File: src/hw/rtl/irpd_pkg.sv
// Shared types and constants for the infrared pulse-width packet decoder.
// Holds the configuration record, the event record, the decode modes and the width constants.
// Depends on nothing.
package irpd_pkg;

    localparam int unsigned PACKET_BITS_DEFAULT = 32;
    localparam int unsigned QUEUE_DEPTH_DEFAULT = 4;

    localparam int unsigned COUNT_W     = 16;
    localparam int unsigned TOL_W       = 14;
    localparam int unsigned CFG_DATA_W  = 16;
    localparam int unsigned CFG_INDEX_W = 2;
    localparam int unsigned DATA_W      = 32;
    localparam int unsigned WIN_W       = 18;

    localparam logic [COUNT_W-1:0] COUNT_MAX           = '1;
    localparam logic [COUNT_W-1:0] START_TICKS_RESET   = 16'd90;
    localparam logic [COUNT_W-1:0] ZERO_TICKS_RESET    = 16'd20;
    localparam logic [COUNT_W-1:0] ONE_TICKS_RESET     = 16'd40;
    localparam logic [TOL_W-1:0]   TOLERANCE_TICKS_RESET = 14'd5;

    typedef enum logic [CFG_INDEX_W-1:0] {
        CFG_START     = 2'd0,
        CFG_ZERO      = 2'd1,
        CFG_ONE       = 2'd2,
        CFG_TOLERANCE = 2'd3
    } cfg_index_t;

    typedef enum logic [1:0] {
        MODE_WAITING = 2'd0,
        MODE_READING = 2'd1,
        MODE_ERROR   = 2'd2
    } mode_t;

    typedef enum logic {
        EV_EDGE    = 1'b0,
        EV_TIMEOUT = 1'b1
    } ev_kind_t;

    typedef struct packed {
        ev_kind_t kind;
        logic     is_start;
        logic     is_zero;
        logic     is_one;
    } event_t;

    typedef struct packed {
        logic [COUNT_W-1:0] start_ticks;
        logic [COUNT_W-1:0] zero_ticks;
        logic [COUNT_W-1:0] one_ticks;
        logic [TOL_W-1:0]   tolerance_ticks;
    } cfg_t;

endpackage

File: src/hw/rtl/irpd_front.sv
// Front end: takes one tick per request, counts ticks between pin changes and classifies intervals.
// Pushes edge and timeout events into the event queue.
// Depends on irpd_pkg.
module irpd_front
    import irpd_pkg::*;
(
    input  logic   clk,
    input  logic   rst_n,
    input  cfg_t   cfg,
    input  logic   in_valid,
    output logic   in_stall,
    input  logic   pin_level,
    input  logic   receive_enabled,
    input  logic   queue_full,
    output logic   push,
    output event_t push_event
);

    logic [COUNT_W-1:0] count_reg;
    logic [COUNT_W-1:0] count_next;
    logic               prev_level_reg;
    logic               prev_level_next;

    logic                     accept;
    logic [COUNT_W-1:0]       count_inc;
    logic signed [WIN_W-1:0]  t;
    logic signed [WIN_W-1:0]  st;
    logic signed [WIN_W-1:0]  zt;
    logic signed [WIN_W-1:0]  ot;
    logic signed [WIN_W-1:0]  tol;
    logic signed [WIN_W-1:0]  tol4;
    logic [WIN_W-1:0]         timeout_limit;
    logic                     in_start;
    logic                     in_zero;
    logic                     in_one;

    assign in_stall = queue_full;

    always_comb
    begin
        accept    = in_valid && !in_stall;
        count_inc = (count_reg == COUNT_MAX) ? count_reg : count_reg + 1'b1;

        t    = signed'({2'b00, count_reg});
        st   = signed'({2'b00, cfg.start_ticks});
        zt   = signed'({2'b00, cfg.zero_ticks});
        ot   = signed'({2'b00, cfg.one_ticks});
        tol  = signed'({4'b0000, cfg.tolerance_ticks});
        tol4 = signed'({2'b00, cfg.tolerance_ticks, 2'b00});

        in_start = (t > st - tol4) && (t < st + tol);
        in_zero  = (t > zt - tol) && (t < zt + tol);
        in_one   = (t > ot - tol) && (t < ot + tol);

        timeout_limit = {2'b00, cfg.start_ticks} + {1'b0, cfg.start_ticks, 1'b0};

        count_next          = count_reg;
        prev_level_next     = prev_level_reg;
        push                = 1'b0;
        push_event.kind     = EV_EDGE;
        push_event.is_start = in_start;
        push_event.is_zero  = in_zero;
        push_event.is_one   = in_one;

        if (accept)
        begin
            if (pin_level != prev_level_reg)
            begin
                count_next      = '0;
                prev_level_next = pin_level;
                push            = pin_level && receive_enabled;
            end
            else
            begin
                count_next = count_inc;
                if ({2'b00, count_inc} > timeout_limit)
                begin
                    push            = 1'b1;
                    push_event.kind = EV_TIMEOUT;
                end
            end
        end
    end

    always_ff @(posedge clk or negedge rst_n)
    begin
        if (!rst_n)
        begin
            count_reg      <= '0;
            prev_level_reg <= 1'b0;
        end
        else
        begin
            count_reg      <= count_next;
            prev_level_reg <= prev_level_next;
        end
    end

endmodule

File: src/hw/rtl/irpd_queue.sv
// Short event queue between the front end and the packet assembler.
// A small circular buffer with a fill count.
// Depends on irpd_pkg.
module irpd_queue
    import irpd_pkg::*;
#(
    parameter int unsigned DEPTH = QUEUE_DEPTH_DEFAULT
)
(
    input  logic   clk,
    input  logic   rst_n,
    input  logic   push,
    input  event_t push_event,
    output logic   full,
    input  logic   pop,
    output logic   head_valid,
    output event_t head
);

    localparam int unsigned PTR_W = (DEPTH > 1) ? $clog2(DEPTH) : 1;
    localparam int unsigned CNT_W = $clog2(DEPTH + 1);

    event_t entries [DEPTH];

    logic [PTR_W-1:0] wr_ptr_reg;
    logic [PTR_W-1:0] wr_ptr_next;
    logic [PTR_W-1:0] rd_ptr_reg;
    logic [PTR_W-1:0] rd_ptr_next;
    logic [CNT_W-1:0] count_reg;
    logic [CNT_W-1:0] count_next;
    logic             do_push;
    logic             do_pop;

    always_comb
    begin
        full       = (count_reg == CNT_W'(DEPTH));
        head_valid = (count_reg != '0);
        head       = entries[rd_ptr_reg];
        do_push    = push && !full;
        do_pop     = pop && head_valid;

        wr_ptr_next = wr_ptr_reg;
        rd_ptr_next = rd_ptr_reg;
        count_next  = count_reg;

        if (do_push)
        begin
            wr_ptr_next = (wr_ptr_reg == PTR_W'(DEPTH - 1)) ? '0 : wr_ptr_reg + 1'b1;
        end
        if (do_pop)
        begin
            rd_ptr_next = (rd_ptr_reg == PTR_W'(DEPTH - 1)) ? '0 : rd_ptr_reg + 1'b1;
        end
        if (do_push && !do_pop)
        begin
            count_next = count_reg + 1'b1;
        end
        else if (do_pop && !do_push)
        begin
            count_next = count_reg - 1'b1;
        end
    end

    always_ff @(posedge clk)
    begin
        if (do_push)
        begin
            entries[wr_ptr_reg] <= push_event;
        end
    end

    always_ff @(posedge clk or negedge rst_n)
    begin
        if (!rst_n)
        begin
            wr_ptr_reg <= '0;
            rd_ptr_reg <= '0;
            count_reg  <= '0;
        end
        else
        begin
            wr_ptr_reg <= wr_ptr_next;
            rd_ptr_reg <= rd_ptr_next;
            count_reg  <= count_next;
        end
    end

endmodule

File: src/hw/rtl/irpd_back.sv
// Packet assembler: runs the decode mode machine on queued events and shifts in bits.
// Holds the completed packet in an output register until it is taken.
// Depends on irpd_pkg.
module irpd_back
    import irpd_pkg::*;
#(
    parameter int unsigned PACKET_BITS = PACKET_BITS_DEFAULT
)
(
    input  logic              clk,
    input  logic              rst_n,
    input  logic              head_valid,
    input  event_t            head,
    output logic              pop,
    output logic              out_valid,
    input  logic              out_stall,
    output logic [DATA_W-1:0] packet_data
);

    localparam int unsigned BITS_W = $clog2(PACKET_BITS + 1);

    mode_t              mode_reg;
    mode_t              mode_next;
    mode_t              mode_upd;
    logic [BITS_W-1:0]  bits_reg;
    logic [BITS_W-1:0]  bits_next;
    logic [BITS_W-1:0]  bits_upd;
    logic [BITS_W-1:0]  bits_inc;
    logic [DATA_W-1:0]  buf_reg;
    logic [DATA_W-1:0]  buf_next;
    logic [DATA_W-1:0]  buf_upd;
    logic [DATA_W-1:0]  shifted;
    logic               out_valid_reg;
    logic               out_valid_next;
    logic [DATA_W-1:0]  data_reg;
    logic [DATA_W-1:0]  data_next;
    logic               emit;
    logic               slot_free;

    assign out_valid   = out_valid_reg;
    assign packet_data = data_reg;

    always_comb
    begin
        slot_free = !out_valid_reg || !out_stall;
        shifted   = {buf_reg[DATA_W-2:0], head.is_one && !head.is_zero};
        bits_inc  = bits_reg + 1'b1;

        mode_upd = mode_reg;
        bits_upd = bits_reg;
        buf_upd  = buf_reg;
        emit     = 1'b0;

        if (head_valid)
        begin
            unique case (head.kind)
                EV_TIMEOUT:
                begin
                    if (mode_reg == MODE_READING)
                    begin
                        mode_upd = MODE_WAITING;
                    end
                end
                EV_EDGE:
                begin
                    priority if (head.is_start)
                    begin
                        mode_upd = MODE_READING;
                        bits_upd = '0;
                        buf_upd  = '0;
                    end
                    else
                    begin
                        unique case (mode_reg)
                            MODE_WAITING:
                            begin
                                mode_upd = MODE_WAITING;
                            end
                            MODE_READING:
                            begin
                                if (head.is_zero || head.is_one)
                                begin
                                    buf_upd = shifted;
                                    if (bits_inc == BITS_W'(PACKET_BITS))
                                    begin
                                        emit     = 1'b1;
                                        bits_upd = '0;
                                        mode_upd = MODE_WAITING;
                                    end
                                    else
                                    begin
                                        bits_upd = bits_inc;
                                    end
                                end
                                else
                                begin
                                    mode_upd = MODE_ERROR;
                                end
                            end
                            default:
                            begin
                                mode_upd = MODE_WAITING;
                            end
                        endcase
                    end
                end
                default:
                begin
                    mode_upd = mode_reg;
                end
            endcase
        end

        pop = head_valid && !(emit && !slot_free);

        mode_next = pop ? mode_upd : mode_reg;
        bits_next = pop ? bits_upd : bits_reg;
        buf_next  = pop ? buf_upd : buf_reg;

        data_next      = data_reg;
        out_valid_next = out_valid_reg;
        if (pop && emit)
        begin
            out_valid_next = 1'b1;
            data_next      = shifted;
        end
        else if (!out_stall)
        begin
            out_valid_next = 1'b0;
        end
    end

    always_ff @(posedge clk or negedge rst_n)
    begin
        if (!rst_n)
        begin
            mode_reg      <= MODE_WAITING;
            bits_reg      <= '0;
            out_valid_reg <= 1'b0;
        end
        else
        begin
            mode_reg      <= mode_next;
            bits_reg      <= bits_next;
            out_valid_reg <= out_valid_next;
        end
    end

    always_ff @(posedge clk)
    begin
        buf_reg  <= buf_next;
        data_reg <= data_next;
    end

`ifndef SYNTHESIS
    bits_in_range_a: assert property (@(posedge clk) disable iff (!rst_n)
        bits_reg < BITS_W'(PACKET_BITS))
        else $error("Bit count reached the packet length without completing a packet.");

    packet_from_reading_a: assert property (@(posedge clk) disable iff (!rst_n)
        $rose(out_valid_reg) |-> $past(mode_reg) == MODE_READING)
        else $error("A packet was delivered while the decoder was not reading.");

    start_enters_reading_a: assert property (@(posedge clk) disable iff (!rst_n)
        (pop && head.kind == EV_EDGE && head.is_start) |=> mode_reg == MODE_READING)
        else $error("A start interval did not put the decoder into reading mode.");

    held_packet_kept_a: assert property (@(posedge clk) disable iff (!rst_n)
        (out_valid_reg && out_stall) |=> (out_valid_reg && $stable(data_reg)))
        else $error("A waiting packet was lost or overwritten.");
`endif

endmodule

File: src/hw/rtl/ir_pulse_width_packet_decoder.sv
// Top level of the infrared pulse-width packet decoder: configuration registers and the
// front end, event queue and packet assembler. Depends on irpd_pkg, irpd_front, irpd_queue
// and irpd_back.
//
//  Channel  Direction  Handshake                  Payload
//  in       input      in_valid / in_stall        pin_level, receive_enabled
//  out      output     out_valid / out_stall      packet_data
//  cfg      input      cfg_wr_en                  cfg_index, cfg_data
//
// One tick request is taken every cycle unless in_stall is high; a packet's last event is
// registered in a four-entry event queue, and the packet then in the assembler's output register.
// Reset clears the counter, mode and queue and loads the default interval settings.
// in_stall rises only when the event queue is full, which happens while out_stall holds a packet.
module ir_pulse_width_packet_decoder
    import irpd_pkg::*;
#(
    parameter int unsigned PACKET_BITS = PACKET_BITS_DEFAULT,
    parameter int unsigned QUEUE_DEPTH = QUEUE_DEPTH_DEFAULT
)
(
    input  logic                   clk,
    input  logic                   rst_n,
    input  logic                   in_valid,
    output logic                   in_stall,
    input  logic                   pin_level,
    input  logic                   receive_enabled,
    output logic                   out_valid,
    input  logic                   out_stall,
    output logic [DATA_W-1:0]      packet_data,
    input  logic                   cfg_wr_en,
    input  logic [CFG_INDEX_W-1:0] cfg_index,
    input  logic [CFG_DATA_W-1:0]  cfg_data
);

    cfg_t   cfg_reg;
    cfg_t   cfg_next;
    logic   queue_full;
    logic   push;
    event_t push_event;
    logic   pop;
    logic   head_valid;
    event_t head;

    always_comb
    begin
        cfg_next = cfg_reg;
        if (cfg_wr_en)
        begin
            unique case (cfg_index_t'(cfg_index))
                CFG_START:     cfg_next.start_ticks     = cfg_data;
                CFG_ZERO:      cfg_next.zero_ticks      = cfg_data;
                CFG_ONE:       cfg_next.one_ticks       = cfg_data;
                CFG_TOLERANCE: cfg_next.tolerance_ticks = cfg_data[TOL_W-1:0];
                default:       cfg_next = cfg_reg;
            endcase
        end
    end

    always_ff @(posedge clk or negedge rst_n)
    begin
        if (!rst_n)
        begin
            cfg_reg.start_ticks     <= START_TICKS_RESET;
            cfg_reg.zero_ticks      <= ZERO_TICKS_RESET;
            cfg_reg.one_ticks       <= ONE_TICKS_RESET;
            cfg_reg.tolerance_ticks <= TOLERANCE_TICKS_RESET;
        end
        else
        begin
            cfg_reg <= cfg_next;
        end
    end

    irpd_front u_front (
        .clk             (clk),
        .rst_n           (rst_n),
        .cfg             (cfg_reg),
        .in_valid        (in_valid),
        .in_stall        (in_stall),
        .pin_level       (pin_level),
        .receive_enabled (receive_enabled),
        .queue_full      (queue_full),
        .push            (push),
        .push_event      (push_event)
    );

    irpd_queue #(
        .DEPTH (QUEUE_DEPTH)
    ) u_queue (
        .clk        (clk),
        .rst_n      (rst_n),
        .push       (push),
        .push_event (push_event),
        .full       (queue_full),
        .pop        (pop),
        .head_valid (head_valid),
        .head       (head)
    );

    irpd_back #(
        .PACKET_BITS (PACKET_BITS)
    ) u_back (
        .clk         (clk),
        .rst_n       (rst_n),
        .head_valid  (head_valid),
        .head        (head),
        .pop         (pop),
        .out_valid   (out_valid),
        .out_stall   (out_stall),
        .packet_data (packet_data)
    );

endmodule
File: config.mk
export PLATFORM = sky130hd
export DESIGN_NAME = ir_pulse_width_packet_decoder
export DESIGN_NICKNAME = d
export VERILOG_FILES = /design/src/hw/rtl/irpd_pkg.sv /design/src/hw/rtl/irpd_front.sv /design/src/hw/rtl/irpd_queue.sv /design/src/hw/rtl/irpd_back.sv /design/src/hw/rtl/ir_pulse_width_packet_decoder.sv
export SDC_FILE = /design/constraint.sdc
export NUM_CORES = 1
export LEC_CHECK = 0
export BUFFER_PORTS_ARGS = -buffer_cell sky130_fd_sc_hd__buf_2
export CAP_MARGIN = 20
export CORE_MARGIN = 4
export CORE_UTILIZATION = 57
export CTS_CLUSTER_DIAMETER = 50
export CTS_CLUSTER_SIZE = 12
export DETAILED_ROUTE_END_ITERATION = 6
export GPL_TIMING_DRIVEN = 0
export MAX_ROUTING_LAYER = met4
export PLACE_DENSITY = 0.77
export SYNTH_ARGS = -nofsm -noshare
export SYNTH_HDL_FRONTEND = slang
export SYNTH_SLANG_ARGS = --single-unit
File: constraint.sdc
create_clock -name clk -period 4.3 [get_ports clk]
set_input_delay 0.215 -clock clk [delete_from_list [all_inputs] [get_ports clk]]
set_output_delay 0.215 -clock clk [all_outputs]
set_load 0.005 [all_outputs]
* Yosys cells after proc, flatten, opt, wreduce, memory -nomap -nowiden
Memory sizes are Yosys's and may differ from the RTL's.
Index checks and enable logic that the tools add are counted.
** Cells by class
- Shift operators :: 0
- Muxes and demuxes :: 33
- Reductions and logical operators :: 35
- Magnitude comparators :: 7
- Div/mod/pow operators :: 0
- Multipliers :: 0
- Bitwise operators :: 1
- Add/sub/neg operators :: 13
- Equal/unequal tests :: 13
** Operators by type and width (count)
- $mux W31 :: 2
- $gt A17 B18 Y1 :: 3
- $lt A17 B18 Y1 :: 3
- $add A16 B14 Y17 :: 3
- $sub A16 B14 Y17 :: 2
- $mux W16 :: 2
- $mux W6 :: 4
- $add A16 B17 Y18 :: 1
- $gt A16 B18 Y1 :: 1
- $sub A16 B16 Y17 :: 1
- $add A16 B1 Y16 const B :: 1
- $eq A16 B16 Y1 const B :: 1
- $mux W1 :: 15
- $mux W2 :: 7
- $logic_and A1 B1 Y1 :: 13
- $reduce_and A2 Y1 :: 5
- $eq A2 B2 Y1 const B :: 4
- $logic_not A1 Y1 :: 8
- $add A6 B1 Y6 const B :: 1
- $eq A6 B6 Y1 const B :: 1
- $mux W3 :: 2
- $reduce_bool A2 Y1 :: 3
- $ne A5 B5 Y1 const B :: 1
- $reduce_and A5 Y1 :: 1
- 14 further kinds :: 17
** Storage, ports and cells
- Register bits after elaboration :: 158
- Logic and storage cells :: 117
- Memory bits (writable) :: 16
- Memories kept :: 1
- Bits in read-only memories :: 0
- Output and inout bits :: 34
- Bits in latches :: 0
** Memory list
- u_queue.entries :: depth 4, bits a word 4, rd ports 1, clocked after Yosys merged registers in 0, write ports 1, RTL line irpd_queue.sv:23 : event_t entries [DEPTH];

* Depth between registers and ports, before layout
Gate-level depths: netlist (run 1).
- Depth after elaboration :: 15
- Mapped depth :: 21
- Mapped depth without buffers :: 21

* Modules after synthesis
Synthesis (run 1) repeated with hierarchy kept, for this count alone.
** Unflattened totals
- Cell total of the unflattened synthesis :: 1436
- Area total of the unflattened synthesis :: 14322.5 µm²
** Modules (own cells, without submodules)
- irpd_front :: cells each 1079, area an instance 8197.9 µm², instances 1
- irpd_back :: cells each 167, area an instance 2741.4 µm², instances 1
- ir_pulse_width_packet_decoder :: cells each 132, area an instance 2348.5 µm², instances 1
- irpd_queue :: cells each 58, area an instance 1034.7 µm², instances 1

* Worst setup path before layout (run 1)
No wires, ideal clock.
- Kind :: register -> register
- Start :: register u_front.count_reg[1]
- End :: register u_queue.count_reg[2]
- Data required time :: 4.221 ns
- Path buffers :: 1
- Data arrival time :: 4.126 ns
- Path slack :: 0.095 ns
- Cell stages (with the launch flop) :: 21
- Clock period less this slack :: 4.205 ns
- Setup time :: 0.079 ns
- Cells stage by stage :: dfrtp_1 > ha_1 > and4_1 > nand4_1 > or3_1 > clkbuf_1 > nand4_1 > xnor2_1 > ha_1 > nand4_1 > o21bai_1 > a31oi_1 > o21a_1 > o31ai_1 > o31ai_2 > ha_1 > inv_1 > fa_1 > xor2_1 > nor2_1 > xor2_1
** On the way
- Word-level cells in the longest chain between the ends :: 10
** Ends and longest elaborated chain
- start: declaration :: RTL line irpd_front.sv:19 : logic [COUNT_W-1:0] count_reg;
- start signal: assignment :: RTL line irpd_front.sv:94 : count_reg <= count_next;
- $add A16 B1 Y16 / $eq A16 B16 Y1 (equally long branches) :: RTL line irpd_front.sv:42 : count_inc = (count_reg == COUNT_MAX) ? count_reg : count_reg + 1'b1;
- $mux W16 (*) :: RTL line irpd_front.sv:42
- $gt A16 B18 Y1 (*) :: RTL line irpd_front.sv:76 : if ({2'b00, count_inc} > timeout_limit)
- $mux W1 (*) :: RTL line irpd_front.sv:76
- $mux W1 (*) :: RTL line irpd_front.sv:67 : if (pin_level != prev_level_reg)
- $mux W1 (*) :: RTL line irpd_front.sv:65 : if (accept)
- $logic_and A1 B1 Y1 (*) :: RTL line irpd_queue.sv:39 : do_push = push && !full;
- net u_queue.do_push :: RTL line irpd_queue.sv:31 : logic do_push;
- $logic_not A1 Y1 :: RTL line irpd_queue.sv:58 : else if (do_pop && !do_push)
- $logic_and A1 B1 Y1 :: RTL line irpd_queue.sv:58
- $reduce_bool A2 Y1 (no source line)
- end signal: assignment :: RTL line irpd_queue.sv:84 : count_reg <= count_next;
- end: declaration :: RTL line irpd_queue.sv:29 : logic [CNT_W-1:0] count_reg;
Mark *: on every way through the listed nets, which the timed path passes. The rest lies on a longest branch.
A chain may end at the register's enable or synchronous reset.

==> reports/results.ini, run 1 <==
[floorplan]
die_x_um=165
core_area_um2=24200
dieHeight_um=165
rows=57
dieArea_um2=27200
start_util=0.578
io_pins=59

[clocking]
cts_tree=done
cts_num_sinks=174
clkTransAtPathRegs_ns=0.08
clockBufferDepth=2
clock_latency_ns=0.45
cts_buffers=17
root_buffer=clkbuf_16
cts_htree_levels=4

[critical_path]
cpMaxStageDelayCell=dfstp_2
critPathMostFrequentCell=ha_1
cp_data_required_time_ns=4.50
path_max_fanout=7
arrival_ns=4.43
crit_path_end_kind=flip-flop
critPathKind=flip-flop to flip-flop
start_kind=flip-flop
crit_buf_inv=2
critical-path-max-stage-delay_ns=0.63
cpLargestDelayFamily=compound AO/OA/AOI/OAI gates
path_cells=ha_1, inv_1, fa_1, a211oi_2, o211ai_1, a41oi_2, a21boi_1, o41ai_2, xnor2_1, ha_1, nand4_1, nor4_4, nand3_2, a21oi_1, a22oi_2, buf_4

[layout]
areaGrowthSynthToFinish_pct=15.8
layout-drive-gt1-share=0.214
largest_register_ffs=62
fin_area_um2=16200
fin_nets=1791
n_fill_cell=1859
n_antenna_cell=0
register_area_um2=4790
multiInputGateArea_um2=9260

[synth]
synthCells=1413
yosysTopAreaCellShare=0.195
yosysMostFrequentCell=ha_1
syn-cell-area_um2=14000
synthTopCellsByCount=219 x ha_1, 108 x a21oi_1, 87 x o21ai_0
synthArstFlopShare=0.546
synth.distinct_cells=68
synth_area_per_cell_um2=9.92
synth_ff_type=dfrtp_1
yosys.area.top_type=ha_1
ys_top_cells_by_area=ha_1 20%, edfxtp_1 17%, dfrtp_1 15%, mux2_2 5.2%, a21oi_1 3.9%
synth-edff-count=79
syn-num-nets=1665
seq_area_frac_synth=0.340
synth_seq_cells=174
yosysWarnings=0

[grt]
use_met3=0.0292
grt_pass1_wl_mm=54.5
use_met2=0.457
antenna_found_initial=0
grt_use_total=0.262
use_met1=0.312
grt.overflow.total=0
grt_pass1_vias=11200
busiest_layer=met2
grt_max_degree=66

[detailed_routing]
avgViaCountPerCell=6.09
drc_errors=0
vias=11400
postRouteAntennaNets=0
wl_per_cell_um=19.0
firstDrtPassIters=5
drt_iter0_drc=817
drt_wl_total_mm=35.6

[timing]
tns_ns=0
tightest_slew_ns=0.951
finalSetupViolations=0
fmax_mhz=237
fin_hold_ws_ns=0.0494
hold_viol_final=0
rsz0062_at_grt=yes
timing.final.crit_period_ns=4.23
fin_crit_sh=0.983
finalWorstSetupSlack_ns=0.0744
slew_headroom=0.364
finalMaxSlewViolations=0
final.setup_skew_ns=0.0128

[place]
dpl_cell_area_um2=14800
gp_congestion=0.894
place_ws_ns=-0.818
post-dp-hpwl_mm=26.0
io_buffers=58

[outcome]
status=finished, final reports clean

[power_and_ir_drop]
p_sw_frac=0.424
power_leakage_nw=7.15
p_comb_frac=0.540
p_int_mw=5.14
finalPower_mw=8.91
power.share.clock=0.176
power-per-cell-area_nw_per_um2=549
switching_power_mw=3.77
peakVddDrop_v=0.000398
seqPwrFrac=0.284

[worst_hold_path]
worstHoldPathType=input port to flip-flop

[flow_run]
drv_cap=0

cell usage in the layout, fill, tap and decap left out, types with 6 or more instances in the layout:
master / synthesis / final
a211oi_1: 14 / 8
a211oi_2: 0 / 6
a21o_1: 29 / 29
a21oi_1: 108 / 100
a31oi_1: 9 / 8
and2_1: 10 / 10
and3_1: 8 / 7
buf_2: 1 / 58
buf_4: 0 / 56
clkbuf_1: 31 / 21
clkbuf_16: 0 / 17
dfrtp_1: 85 / 61
dfrtp_2: 0 / 24
dfstp_2: 10 / 10
edfxtp_1: 79 / 79
ha_1: 219 / 201
ha_2: 0 / 8
ha_4: 0 / 10
inv_1: 82 / 78
mux2_2: 65 / 65
nand2_1: 78 / 77
nand2b_1: 26 / 26
nand3_1: 26 / 24
nand4_1: 21 / 21
nor2_1: 79 / 77
nor2b_1: 52 / 50
nor3_1: 22 / 21
nor4_1: 7 / 6
o211ai_1: 12 / 12
o21a_1: 12 / 12
o21ai_0: 87 / 80
o21bai_1: 15 / 15
o31ai_1: 8 / 7
xnor2_1: 59 / 59
xor2_1: 49 / 49
worst register-to-register path: cells and delay by family (launching register included):
kind | cells | cell delay, ns
compound gates | 7 | 1.44
xor+xnor | 1 | 0.13
fa+ha+maj | 3 | 0.95
buf+inv | 2 | 0.23
flops | 1 | 0.63
simple gates | 3 | 0.62
logic make-up after synthesis:
kind of cell    share of synthesized area
compound gates                      0.161
buf+inv                            0.0317
simple gates                        0.133
xor+xnor                           0.0675
flops                               0.340
fa+ha+maj                           0.207
mux                                0.0609
final timing paths:
path | slack (ns) | cells after the start | to | start
worst min register to register | 0.44 | 0 | u_back.packet_data[31]$_DFFE_PP_ | u_back.buf_reg[30]$_SDFFCE_PP0P_
max in group asynchronous | 3.29 | 3 | cfg_reg[50]$_DFFE_PN1P_ | rst_n
worst max register to register | 0.07 | 16 | u_queue.entries[0][1]$_DFFE_PP_ | cfg_reg[0]$_DFFE_PN1P_
worst max-delay path | 0.07 | 16 | u_queue.entries[0][1]$_DFFE_PP_ | cfg_reg[0]$_DFFE_PN1P_
min in group asynchronous | 0.26 | 2 | u_front.count_reg[0]$_DFFE_PN0P_ | rst_n
worst min-delay path | 0.05 | 3 | cfg_reg[47]$_DFFE_PN1P_ | cfg_data[1]
routing by layer:
metal  up-vias  share of wire
met5         -              0
met4         0          0.039
met3        97          0.048
met2       352           0.50
met1      5544           0.42
li1       5433              -
cell type report:
class	count	share of cell area
plain buffers	25	0.00640
clock buffers	18	0.0270
clock inverters	14	0.00909
inverters	82	0.0194
multi-input cells	1123	0.570
flip-flops and latches	174	0.295
well taps	324	0.0250
repair buffers	116	0.0475
timing repair:
action | CTS | global route
resized for setup | 55 | 65
endpoints found under the hold margin | 30 | 0
pin swaps | 9 | 37
buffers inserted | 13 | 42
setup endpoints to repair | 33 | 14
hold buffers | 1 | 0
stage by stage:
step | utilization | cells
after floorplan | - | 1413
after global placement | 0.607 | 1795
after detailed placement | 0.609 | 1796
after CTS | 0.644 | 1838
after global routing | 0.670 | 1876
final | 0.670 | 1876
power by group through the flow:
stage / Sequential (mW) / Combinational (mW) / Clock, mW
after CTS: 2.53 / 4.47 / 1.57
after detailed placement: 2.57 / 4.29 / 0
after global placement: 2.55 / 4.12 / 0
final: 2.53 / 4.82 / 1.57
after global routing: 2.58 / 5.37 / 1.66
after floorplan: 2.44 / 3.36 / 0
No activity file was read; power rests on OpenSTA's default activity.
==> run 2, diff against run 1 <==
--- a/config.mk
+++ b/config.mk
@@ -5,16 +5,17 @@
 export SDC_FILE = /design/constraint.sdc
 export NUM_CORES = 1
 export LEC_CHECK = 0
+export ABC_AREA = 1
 export BUFFER_PORTS_ARGS = -buffer_cell sky130_fd_sc_hd__buf_2
 export CAP_MARGIN = 20
 export CORE_MARGIN = 4
-export CORE_UTILIZATION = 57
+export CORE_UTILIZATION = 58
 export CTS_CLUSTER_DIAMETER = 50
 export CTS_CLUSTER_SIZE = 12
 export DETAILED_ROUTE_END_ITERATION = 6
 export GPL_TIMING_DRIVEN = 0
 export MAX_ROUTING_LAYER = met4
-export PLACE_DENSITY = 0.77
+export PLACE_DENSITY = 0.79
 export SYNTH_ARGS = -nofsm -noshare
 export SYNTH_HDL_FRONTEND = slang
 export SYNTH_SLANG_ARGS = --single-unit
==> reports/results.ini, run 2 <==
[timing]
rsz0062_at_grt=yes  ; unchanged
final.setup_skew_ns=0.0157  ; was 0.0128 ns
finalMaxSlewViolations=0  ; unchanged
tightest_slew_ns=0.844  ; was 0.951 ns
finalSetupViolations=0  ; unchanged
fmax_mhz=246  ; was 237 MHz
timing.final.crit_period_ns=4.07  ; was 4.23 ns
fin_crit_sh=0.947  ; was 0.983
slew_headroom=0.438  ; was 0.364
hold_viol_final=0  ; unchanged
tns_ns=0  ; unchanged

[synth]
synthTopCellsByCount=434 x nand2_1, 250 x inv_1, 219 x ha_1  ; was 219 x ha_1, 108 x a21oi_1, 87 x o21ai_0
syn-num-nets=2119  ; was 1,665
yosysMostFrequentCell=nand2_1  ; was ha_1
synthArstFlopShare=0.546  ; unchanged
yosysWarnings=0  ; unchanged
synth.distinct_cells=52  ; was 68
synth-edff-count=79  ; unchanged
seq_area_frac_synth=0.325  ; was 0.340
synth_ff_type=dfrtp_1  ; unchanged
synth_area_per_cell_um2=7.85  ; was 9.92 um^2
yosys.area.top_type=ha_1  ; unchanged
synth_seq_cells=174  ; unchanged
synthCells=1867  ; was 1,413
yosysTopAreaCellShare=0.187  ; was 0.195
syn-cell-area_um2=14700  ; was 14,000 um^2
ys_top_cells_by_area=ha_1 19%, edfxtp_1 16%, dfrtp_1 15%, nand2_1 11%, inv_1 6.4%  ; was ha_1 20%, edfxtp_1 17%, dfrtp_1 15%, mux2_2 5.2%, a21oi_1 3.9%

[clocking]
clock_latency_ns=0.45  ; about the same
root_buffer=clkbuf_16  ; unchanged
cts_htree_levels=4  ; unchanged
clkTransAtPathRegs_ns=0.08  ; about the same
clockBufferDepth=2  ; unchanged
cts_num_sinks=174  ; unchanged
cts_buffers=17  ; unchanged
cts_tree=done  ; unchanged

[detailed_routing]
vias=12900  ; was 11.4k
drt_iter0_drc=1370  ; was 817
drt_wl_total_mm=40.1  ; was 35.6 mm
avgViaCountPerCell=5.65  ; was 6.09
postRouteAntennaNets=0  ; unchanged
wl_per_cell_um=17.5  ; was 19.0 um
firstDrtPassIters=6  ; was 5
drc_errors=0  ; unchanged

[critical_path]
r2r_start=u_front.count_reg[8]$_DFFE_PN0P_  ; was cfg_reg[0]$_DFFE_PN1P_
reg2reg_depth=23  ; was 16
cp_data_required_time_ns=4.63  ; was 4.50 ns
rrSetupSlack_ns=0.23  ; was 0.07 ns
critPathKind=flip-flop to flip-flop  ; unchanged
arrival_ns=4.40  ; was 4.43 ns
start_kind=flip-flop  ; unchanged
crit_path_end_kind=flip-flop  ; unchanged
crit_start=u_front.count_reg[8]$_DFFE_PN0P_  ; was cfg_reg[0]$_DFFE_PN1P_
r2r-end=u_queue.count_reg[2]$_DFFE_PN0P_  ; was u_queue.entries[0][1]$_DFFE_PP_
path_max_fanout=9  ; was 7

[floorplan]
core_area_um2=24600  ; was 24,200 um^2
start_util=0.596  ; was 0.578
io_pins=59  ; unchanged
die_x_um=167  ; was 165 um
dieHeight_um=167  ; was 165 um
dieArea_um2=27900  ; was 27,200 um^2
rows=57  ; unchanged

[power_and_ir_drop]
seqPwrFrac=0.316  ; was 0.284
p_comb_frac=0.499  ; was 0.540
finalPower_mw=8.25  ; was 8.91 mW
peakVddDrop_v=0.000452  ; was 0.000398 V
power.share.clock=0.185  ; was 0.176
power_leakage_nw=8.38  ; was 7.15 nW
p_sw_frac=0.453  ; was 0.424
power-per-cell-area_nw_per_um2=512  ; was 549 nW/um^2
switching_power_mw=3.74  ; was 3.77 mW
p_int_mw=4.51  ; was 5.14 mW

[place]
gp_congestion=1.03  ; was 0.894
io_buffers=58  ; unchanged
post-dp-hpwl_mm=31.3  ; was 26.0 mm

[layout]
layout-drive-gt1-share=0.0965  ; was 0.214
final_common_cell=nand2_1  ; was ha_1
n_fill_cell=2066  ; was 1,859
largest_register_ffs=62  ; unchanged
areaGrowthSynthToFinish_pct=10.0  ; was 15.8%
fin_nets=2207  ; was 1,791
n_antenna_cell=0  ; unchanged
mostFrequentLayoutCells=432 x nand2_1, 250 x inv_1, 218 x ha_1, 146 x a21oi_1, 136 x nor2_1  ; was 201 x ha_1, 100 x a21oi_1, 80 x o21ai_0, 79 x edfxtp_1, 78 x inv_1

[flow_run]
drv_cap=0  ; unchanged

[grt]
grt_max_degree=63  ; was 66
antenna_found_initial=0  ; unchanged
grt_pass1_wl_mm=64.1  ; was 54.5 mm
grt_pass1_vias=12500  ; was 11.2k
grt_use_total=0.295  ; was 0.262
grt.overflow.total=0  ; unchanged

[worst_hold_path]
hold_depth=3  ; unchanged
min_from=pin_level  ; was cfg_data[1]
worstHoldPathType=input port to flip-flop  ; unchanged
hold_path_end=u_front.prev_level_reg$_DFFE_PN0P_  ; was cfg_reg[47]$_DFFE_PN1P_

[outcome]
status=finished, final reports clean  ; unchanged

run 2: cell families (layout without fill, tap and decap cells):
kind of cell,Yosys count,count (layout),share of synthesized area
DFF,174,174,0.325
adders and majority gates,227,227,0.198
AOI/OAI and AO/OA,331,331,0.124
buffers and inverters,289,390,0.0772
and+or+nand+nor,742,742,0.214
xor gates and xnor gates,104,104,0.0621
run 2: repair_timing:
item | in CTS | in global routing
hold buffers | 1 | 0
endpoints found under the setup margin | 1 | 6
gates resized for setup | 12 | 15
gates cloned | 0 | 0
pin swaps | 0 | 3
hold endpoints to repair | 33 | 0
buffers inserted | 0 | 7
run 2: stage by stage:
| stage | cells | setup slack (ns) | utilization | area, um^2 | hold WS [ns] |
|---|---|---|---|---|---|
| finish | 2292 | 0.229 | 0.656 | 16100 | 0.0141 |
| global route | 2292 | -0.0832 | 0.656 | 16100 | 0.0228 |
| CTS | 2284 | 0.0367 | 0.650 | 16000 | 0.00694 |
| detailed placement | 2251 | -0.158 | 0.626 | 15400 | 0.219 |
| global placement | 2249 | -0.0694 | 0.624 | 15400 | 0.407 |
| floorplan | 1867 | 0.577 | - | 14700 | -0.0806 |
run 2: worst max path at each step:
stage | endpoint | slack, ns | cells past startpoint
2_1_floorplan | u_queue.count_reg[2]$_DFFE_PN0P_ | 0.58 | 22
3_3_place_gp | u_queue.count_reg[2]$_DFFE_PN0P_ | -0.07 | 23
3_5_place_dp | u_queue.count_reg[2]$_DFFE_PN0P_ | -0.16 | 23
4_1_cts | u_queue.count_reg[2]$_DFFE_PN0P_ | 0.04 | 24
5_1_grt | u_queue.count_reg[2]$_DFFE_PN0P_ | -0.08 | 24
6_report | u_queue.count_reg[2]$_DFFE_PN0P_ | 0.23 | 23
run 2: layout make-up:
| type | instances | area (um^2) | share of cell area |
|---|---|---|---|
| clock buffer | 18 | 429 | 0.0266 |
| buffer | 35 | 170 | 0.0105 |
| multi-input combinational | 1404 | 8810 | 0.546 |
| clock inverter | 14 | 148 | 0.00915 |
| tap | 324 | 405 | 0.0251 |
| timing repair buffer | 69 | 425 | 0.0264 |
| inverter | 254 | 961 | 0.0596 |
| sequential | 174 | 4780 | 0.297 |
run 2: power by group through the flow:
| stage | clock (mW) | sequential (mW) | combinational [mW] |
|---|---|---|---|
| after floorplan | 0 | 2.48 | 3.07 |
| after global placement | 0 | 2.63 | 3.81 |
| after detailed placement | 0 | 2.65 | 3.96 |
| after CTS | 1.53 | 2.62 | 4.00 |
| after global routing | 1.61 | 2.64 | 4.71 |
| final | 1.53 | 2.61 | 4.12 |
run 2: layer usage:
| metal | global-route usage | wire, um |
|---|---|---|
| met1 | 0.365 | 16700 |
| met2 | 0.477 | 18800 |
| met3 | 0.0521 | 2760 |
| met4 | 0.125 | 1900 |
| met5 | - | 0 |
run 2: critical path, stage by stage (launching register included):
cell	delay (ns)
dfrtp_2	0.61
nand2_1	0.22
nor3_1	0.23
nand2_2	0.13
nor2_2	0.11
nand2_2	0.09
or3_1	0.35
and2_1	0.17
ha_1	0.28
nand2_1	0.08
inv_1	0.05
nand4_1	0.08
nor2_1	0.05
nor2_1	0.10
nand2_1	0.06
nor2_1	0.14
nand2_2	0.13
nand2_4	0.10
ha_1	0.15
inv_1	0.08
fa_2	0.36
a21oi_2	0.13
o21ai_0	0.11
xor2_1	0.16
==> run 3, diff against run 2 <==
--- a/config.mk
+++ b/config.mk
@@ -8,14 +8,16 @@
 export ABC_AREA = 1
 export BUFFER_PORTS_ARGS = -buffer_cell sky130_fd_sc_hd__buf_2
 export CAP_MARGIN = 20
+export CELL_PAD_IN_SITES_DETAIL_PLACEMENT = 1
+export CELL_PAD_IN_SITES_GLOBAL_PLACEMENT = 1
 export CORE_MARGIN = 4
-export CORE_UTILIZATION = 58
+export CORE_UTILIZATION = 43
 export CTS_CLUSTER_DIAMETER = 50
 export CTS_CLUSTER_SIZE = 12
 export DETAILED_ROUTE_END_ITERATION = 6
 export GPL_TIMING_DRIVEN = 0
 export MAX_ROUTING_LAYER = met4
-export PLACE_DENSITY = 0.79
+export PLACE_DENSITY = 0.74
 export SYNTH_ARGS = -nofsm -noshare
 export SYNTH_HDL_FRONTEND = slang
 export SYNTH_SLANG_ARGS = --single-unit
==> reports/results.ini, run 3 (synthesized netlist as in run 2, its figures left out) <==
[detailed_routing]
firstDrtPassIters=5  ; was 6
drt_wl_total_mm=47.4  ; was 40.1 mm
postRouteAntennaNets=0  ; unchanged
wl_per_cell_um=19.6  ; was 17.5 um
avgViaCountPerCell=5.35  ; was 5.65
drc_errors=0  ; unchanged
vias=12900  ; about the same
drt_iter0_drc=540  ; was 1,370

[grt]
grt.overflow.total=0  ; unchanged
antenna_found_initial=1  ; was 0
grt_pass1_wl_mm=74.1  ; was 64.1 mm
grt_max_degree=63  ; unchanged
grt_use_total=0.267  ; was 0.295
grt_pass1_vias=13300  ; was 12.5k

[power_and_ir_drop]
power-per-cell-area_nw_per_um2=521  ; was 512 nW/um^2
seqPwrFrac=0.307  ; was 0.316
peakVddDrop_v=0.000335  ; was 0.000452 V
power.share.clock=0.192  ; was 0.185
finalPower_mw=8.52  ; was 8.25 mW
p_comb_frac=0.501  ; was 0.499
p_sw_frac=0.461  ; was 0.453
p_int_mw=4.59  ; was 4.51 mW
power_leakage_nw=8.40  ; was 8.38 nW
switching_power_mw=3.93  ; was 3.74 mW

[clocking]
clock_latency_ns=0.46  ; was 0.45 ns
root_buffer=clkbuf_16  ; unchanged
cts_tree=done  ; unchanged
cts_htree_levels=4  ; unchanged
clockBufferDepth=2  ; unchanged
clkTransAtPathRegs_ns=0.07  ; was 0.08 ns
cts_num_sinks=174  ; unchanged
cts_buffers=17  ; unchanged

[outcome]
status=finished, final reports clean  ; unchanged

[timing]
timing.final.crit_period_ns=4.15  ; was 4.07 ns
finalSetupViolations=0  ; unchanged
fin_hold_ws_ns=0.00864  ; was 0.0141 ns
fin_crit_sh=0.964  ; was 0.947
fmax_mhz=241  ; was 246 MHz
tns_ns=0  ; unchanged
tightest_slew_ns=0.949  ; was 0.844 ns
slew_headroom=0.368  ; was 0.438
rsz0062_at_grt=yes  ; unchanged
final.setup_skew_ns=0.0130  ; was 0.0157 ns
finalMaxSlewViolations=0  ; unchanged
hold_viol_final=0  ; unchanged

[critical_path]
cp_data_required_time_ns=4.63  ; about the same
r2r-end=u_queue.count_reg[2]$_DFFE_PN0P_  ; unchanged
path_max_fanout=5  ; was 9
reg2reg_depth=21  ; was 23
start_kind=flip-flop  ; unchanged
rrSetupSlack_ns=0.15  ; was 0.23 ns
crit_path_end_kind=flip-flop  ; unchanged
r2r_start=cfg_reg[50]$_DFFE_PN1P_  ; was u_front.count_reg[8]$_DFFE_PN0P_
critPathKind=flip-flop to flip-flop  ; unchanged
arrival_ns=4.48  ; was 4.40 ns

[layout]
register_area_um2=4810  ; was 4780 um^2
layout-drive-gt1-share=0.0979  ; was 0.0965
n_fill_cell=4171  ; was 2,066
mostFrequentLayoutCells=431 x nand2_1, 250 x inv_1, 218 x ha_1, 147 x a21oi_1, 135 x nor2_1  ; was 432 x nand2_1, 250 x inv_1, 218 x ha_1, 146 x a21oi_1, 136 x nor2_1
multiInputGateArea_um2=8810  ; about the same
post-route-util=0.487  ; was 0.656
largest_register_ffs=62  ; unchanged
fin_nets=2211  ; was 2,207
final_common_cell=nand2_1  ; unchanged
areaGrowthSynthToFinish_pct=11.7  ; was 10.0%

[place]
post-dp-hpwl_mm=37.4  ; was 31.3 mm
io_buffers=58  ; unchanged
gp_congestion=0.910  ; was 1.03

[flow_run]
drv_cap=0  ; unchanged

[worst_hold_path]
min_from=out_stall  ; was pin_level
hold_depth=3  ; unchanged
worstHoldPathType=input port to flip-flop  ; unchanged
hold_path_end=u_back.out_valid$_DFFE_PN0P_  ; was u_front.prev_level_reg$_DFFE_PN0P_

[floorplan]
dieHeight_um=193  ; was 167 um
start_util=0.436  ; was 0.596
dieArea_um2=37100  ; was 27,900 um^2
rows=67  ; was 57
core_area_um2=33600  ; was 24,600 um^2
die_x_um=193  ; was 167 um
io_pins=59  ; unchanged

==> run 3: power by group through the flow <==
stage	Sequential [mW]	Clock [mW]	Combinational (mW)
2_1_floorplan	2.48	0	3.07
3_3_place_gp	2.65	0	3.95
3_5_place_dp	2.67	0	4.14
4_1_cts	2.64	1.65	4.18
5_1_grt	2.67	1.73	4.89
6_report	2.62	1.64	4.27
==> run 3: final cells by class <==
cell class              count  share of cell area
multi-input cells        1404               0.539
flip-flops and latches    174               0.294
inverters                 254              0.0587
well taps                 448              0.0342
repair buffers             73              0.0280
clock buffers              18              0.0262
plain buffers              35              0.0104
clock inverters            14              0.0101
diodes                      1            0.000153
==> run 3: what timing repair did <==
action                                 in CTS  in global routing
resized for setup                          14                 25
buffers inserted                            0                 10
endpoints found under the hold margin      34                  0
setup endpoints to repair                   6                 19
gates cloned                                0                  0
pin swaps                                   1                  4
hold buffers                                2                  0
==> run 3: per-stage QoR <==
stage          cell area [um^2]  worst slack, ns  instances
3_3_place_gp              15500           -0.207       2373
5_1_grt                   16400           -0.145       2421
3_5_place_dp              15600           -0.306       2375
6_report                  16400            0.153       2421
2_1_floorplan             14700            0.577       1867
4_1_cts                   16200          -0.0844       2409
==> run 3: worst max path at each step <==
stage / start / slack, ns / to
after floorplan: cfg_reg[46]$_DFFE_PN0P_ / 0.58 / u_queue.count_reg[2]$_DFFE_PN0P_
after global placement: u_front.count_reg[8]$_DFFE_PN0P_ / -0.21 / u_queue.count_reg[2]$_DFFE_PN0P_
after detailed placement: u_front.count_reg[8]$_DFFE_PN0P_ / -0.31 / u_queue.count_reg[2]$_DFFE_PN0P_
after global routing: cfg_reg[52]$_DFFE_PN1P_ / -0.14 / u_queue.count_reg[2]$_DFFE_PN0P_
final: cfg_reg[50]$_DFFE_PN1P_ / 0.15 / u_queue.count_reg[2]$_DFFE_PN0P_
after CTS: cfg_reg[46]$_DFFE_PN0P_ / -0.08 / u_queue.count_reg[2]$_DFFE_PN0P_
==> run 3: layer usage <==
metal  wire (um)  GRT usage  vias up
met5           0          -        -
met4        1410     0.0880        0
met3        2250     0.0474       60
met2       22200      0.431      251
met1       21600      0.342     6265
li1            -          -     6366
==> run 3: critical path, cell delays in order (launching register included) <==
cell     delay [ns]
dfstp_2        0.62
ha_1           0.32
a21oi_1        0.20
nand2_2        0.11
a21oi_1        0.27
xor2_1         0.13
ha_1           0.31
nand2_1        0.07
nor2_1         0.16
nand3_1        0.12
or2_2          0.29
nand3_1        0.10
nand2_1        0.05
nand2_1        0.07
nand2_2        0.11
nand2_4        0.10
ha_1           0.15
inv_1          0.07
fa_1           0.38
a21oi_1        0.15
o21ai_1        0.09
xor2_1         0.14
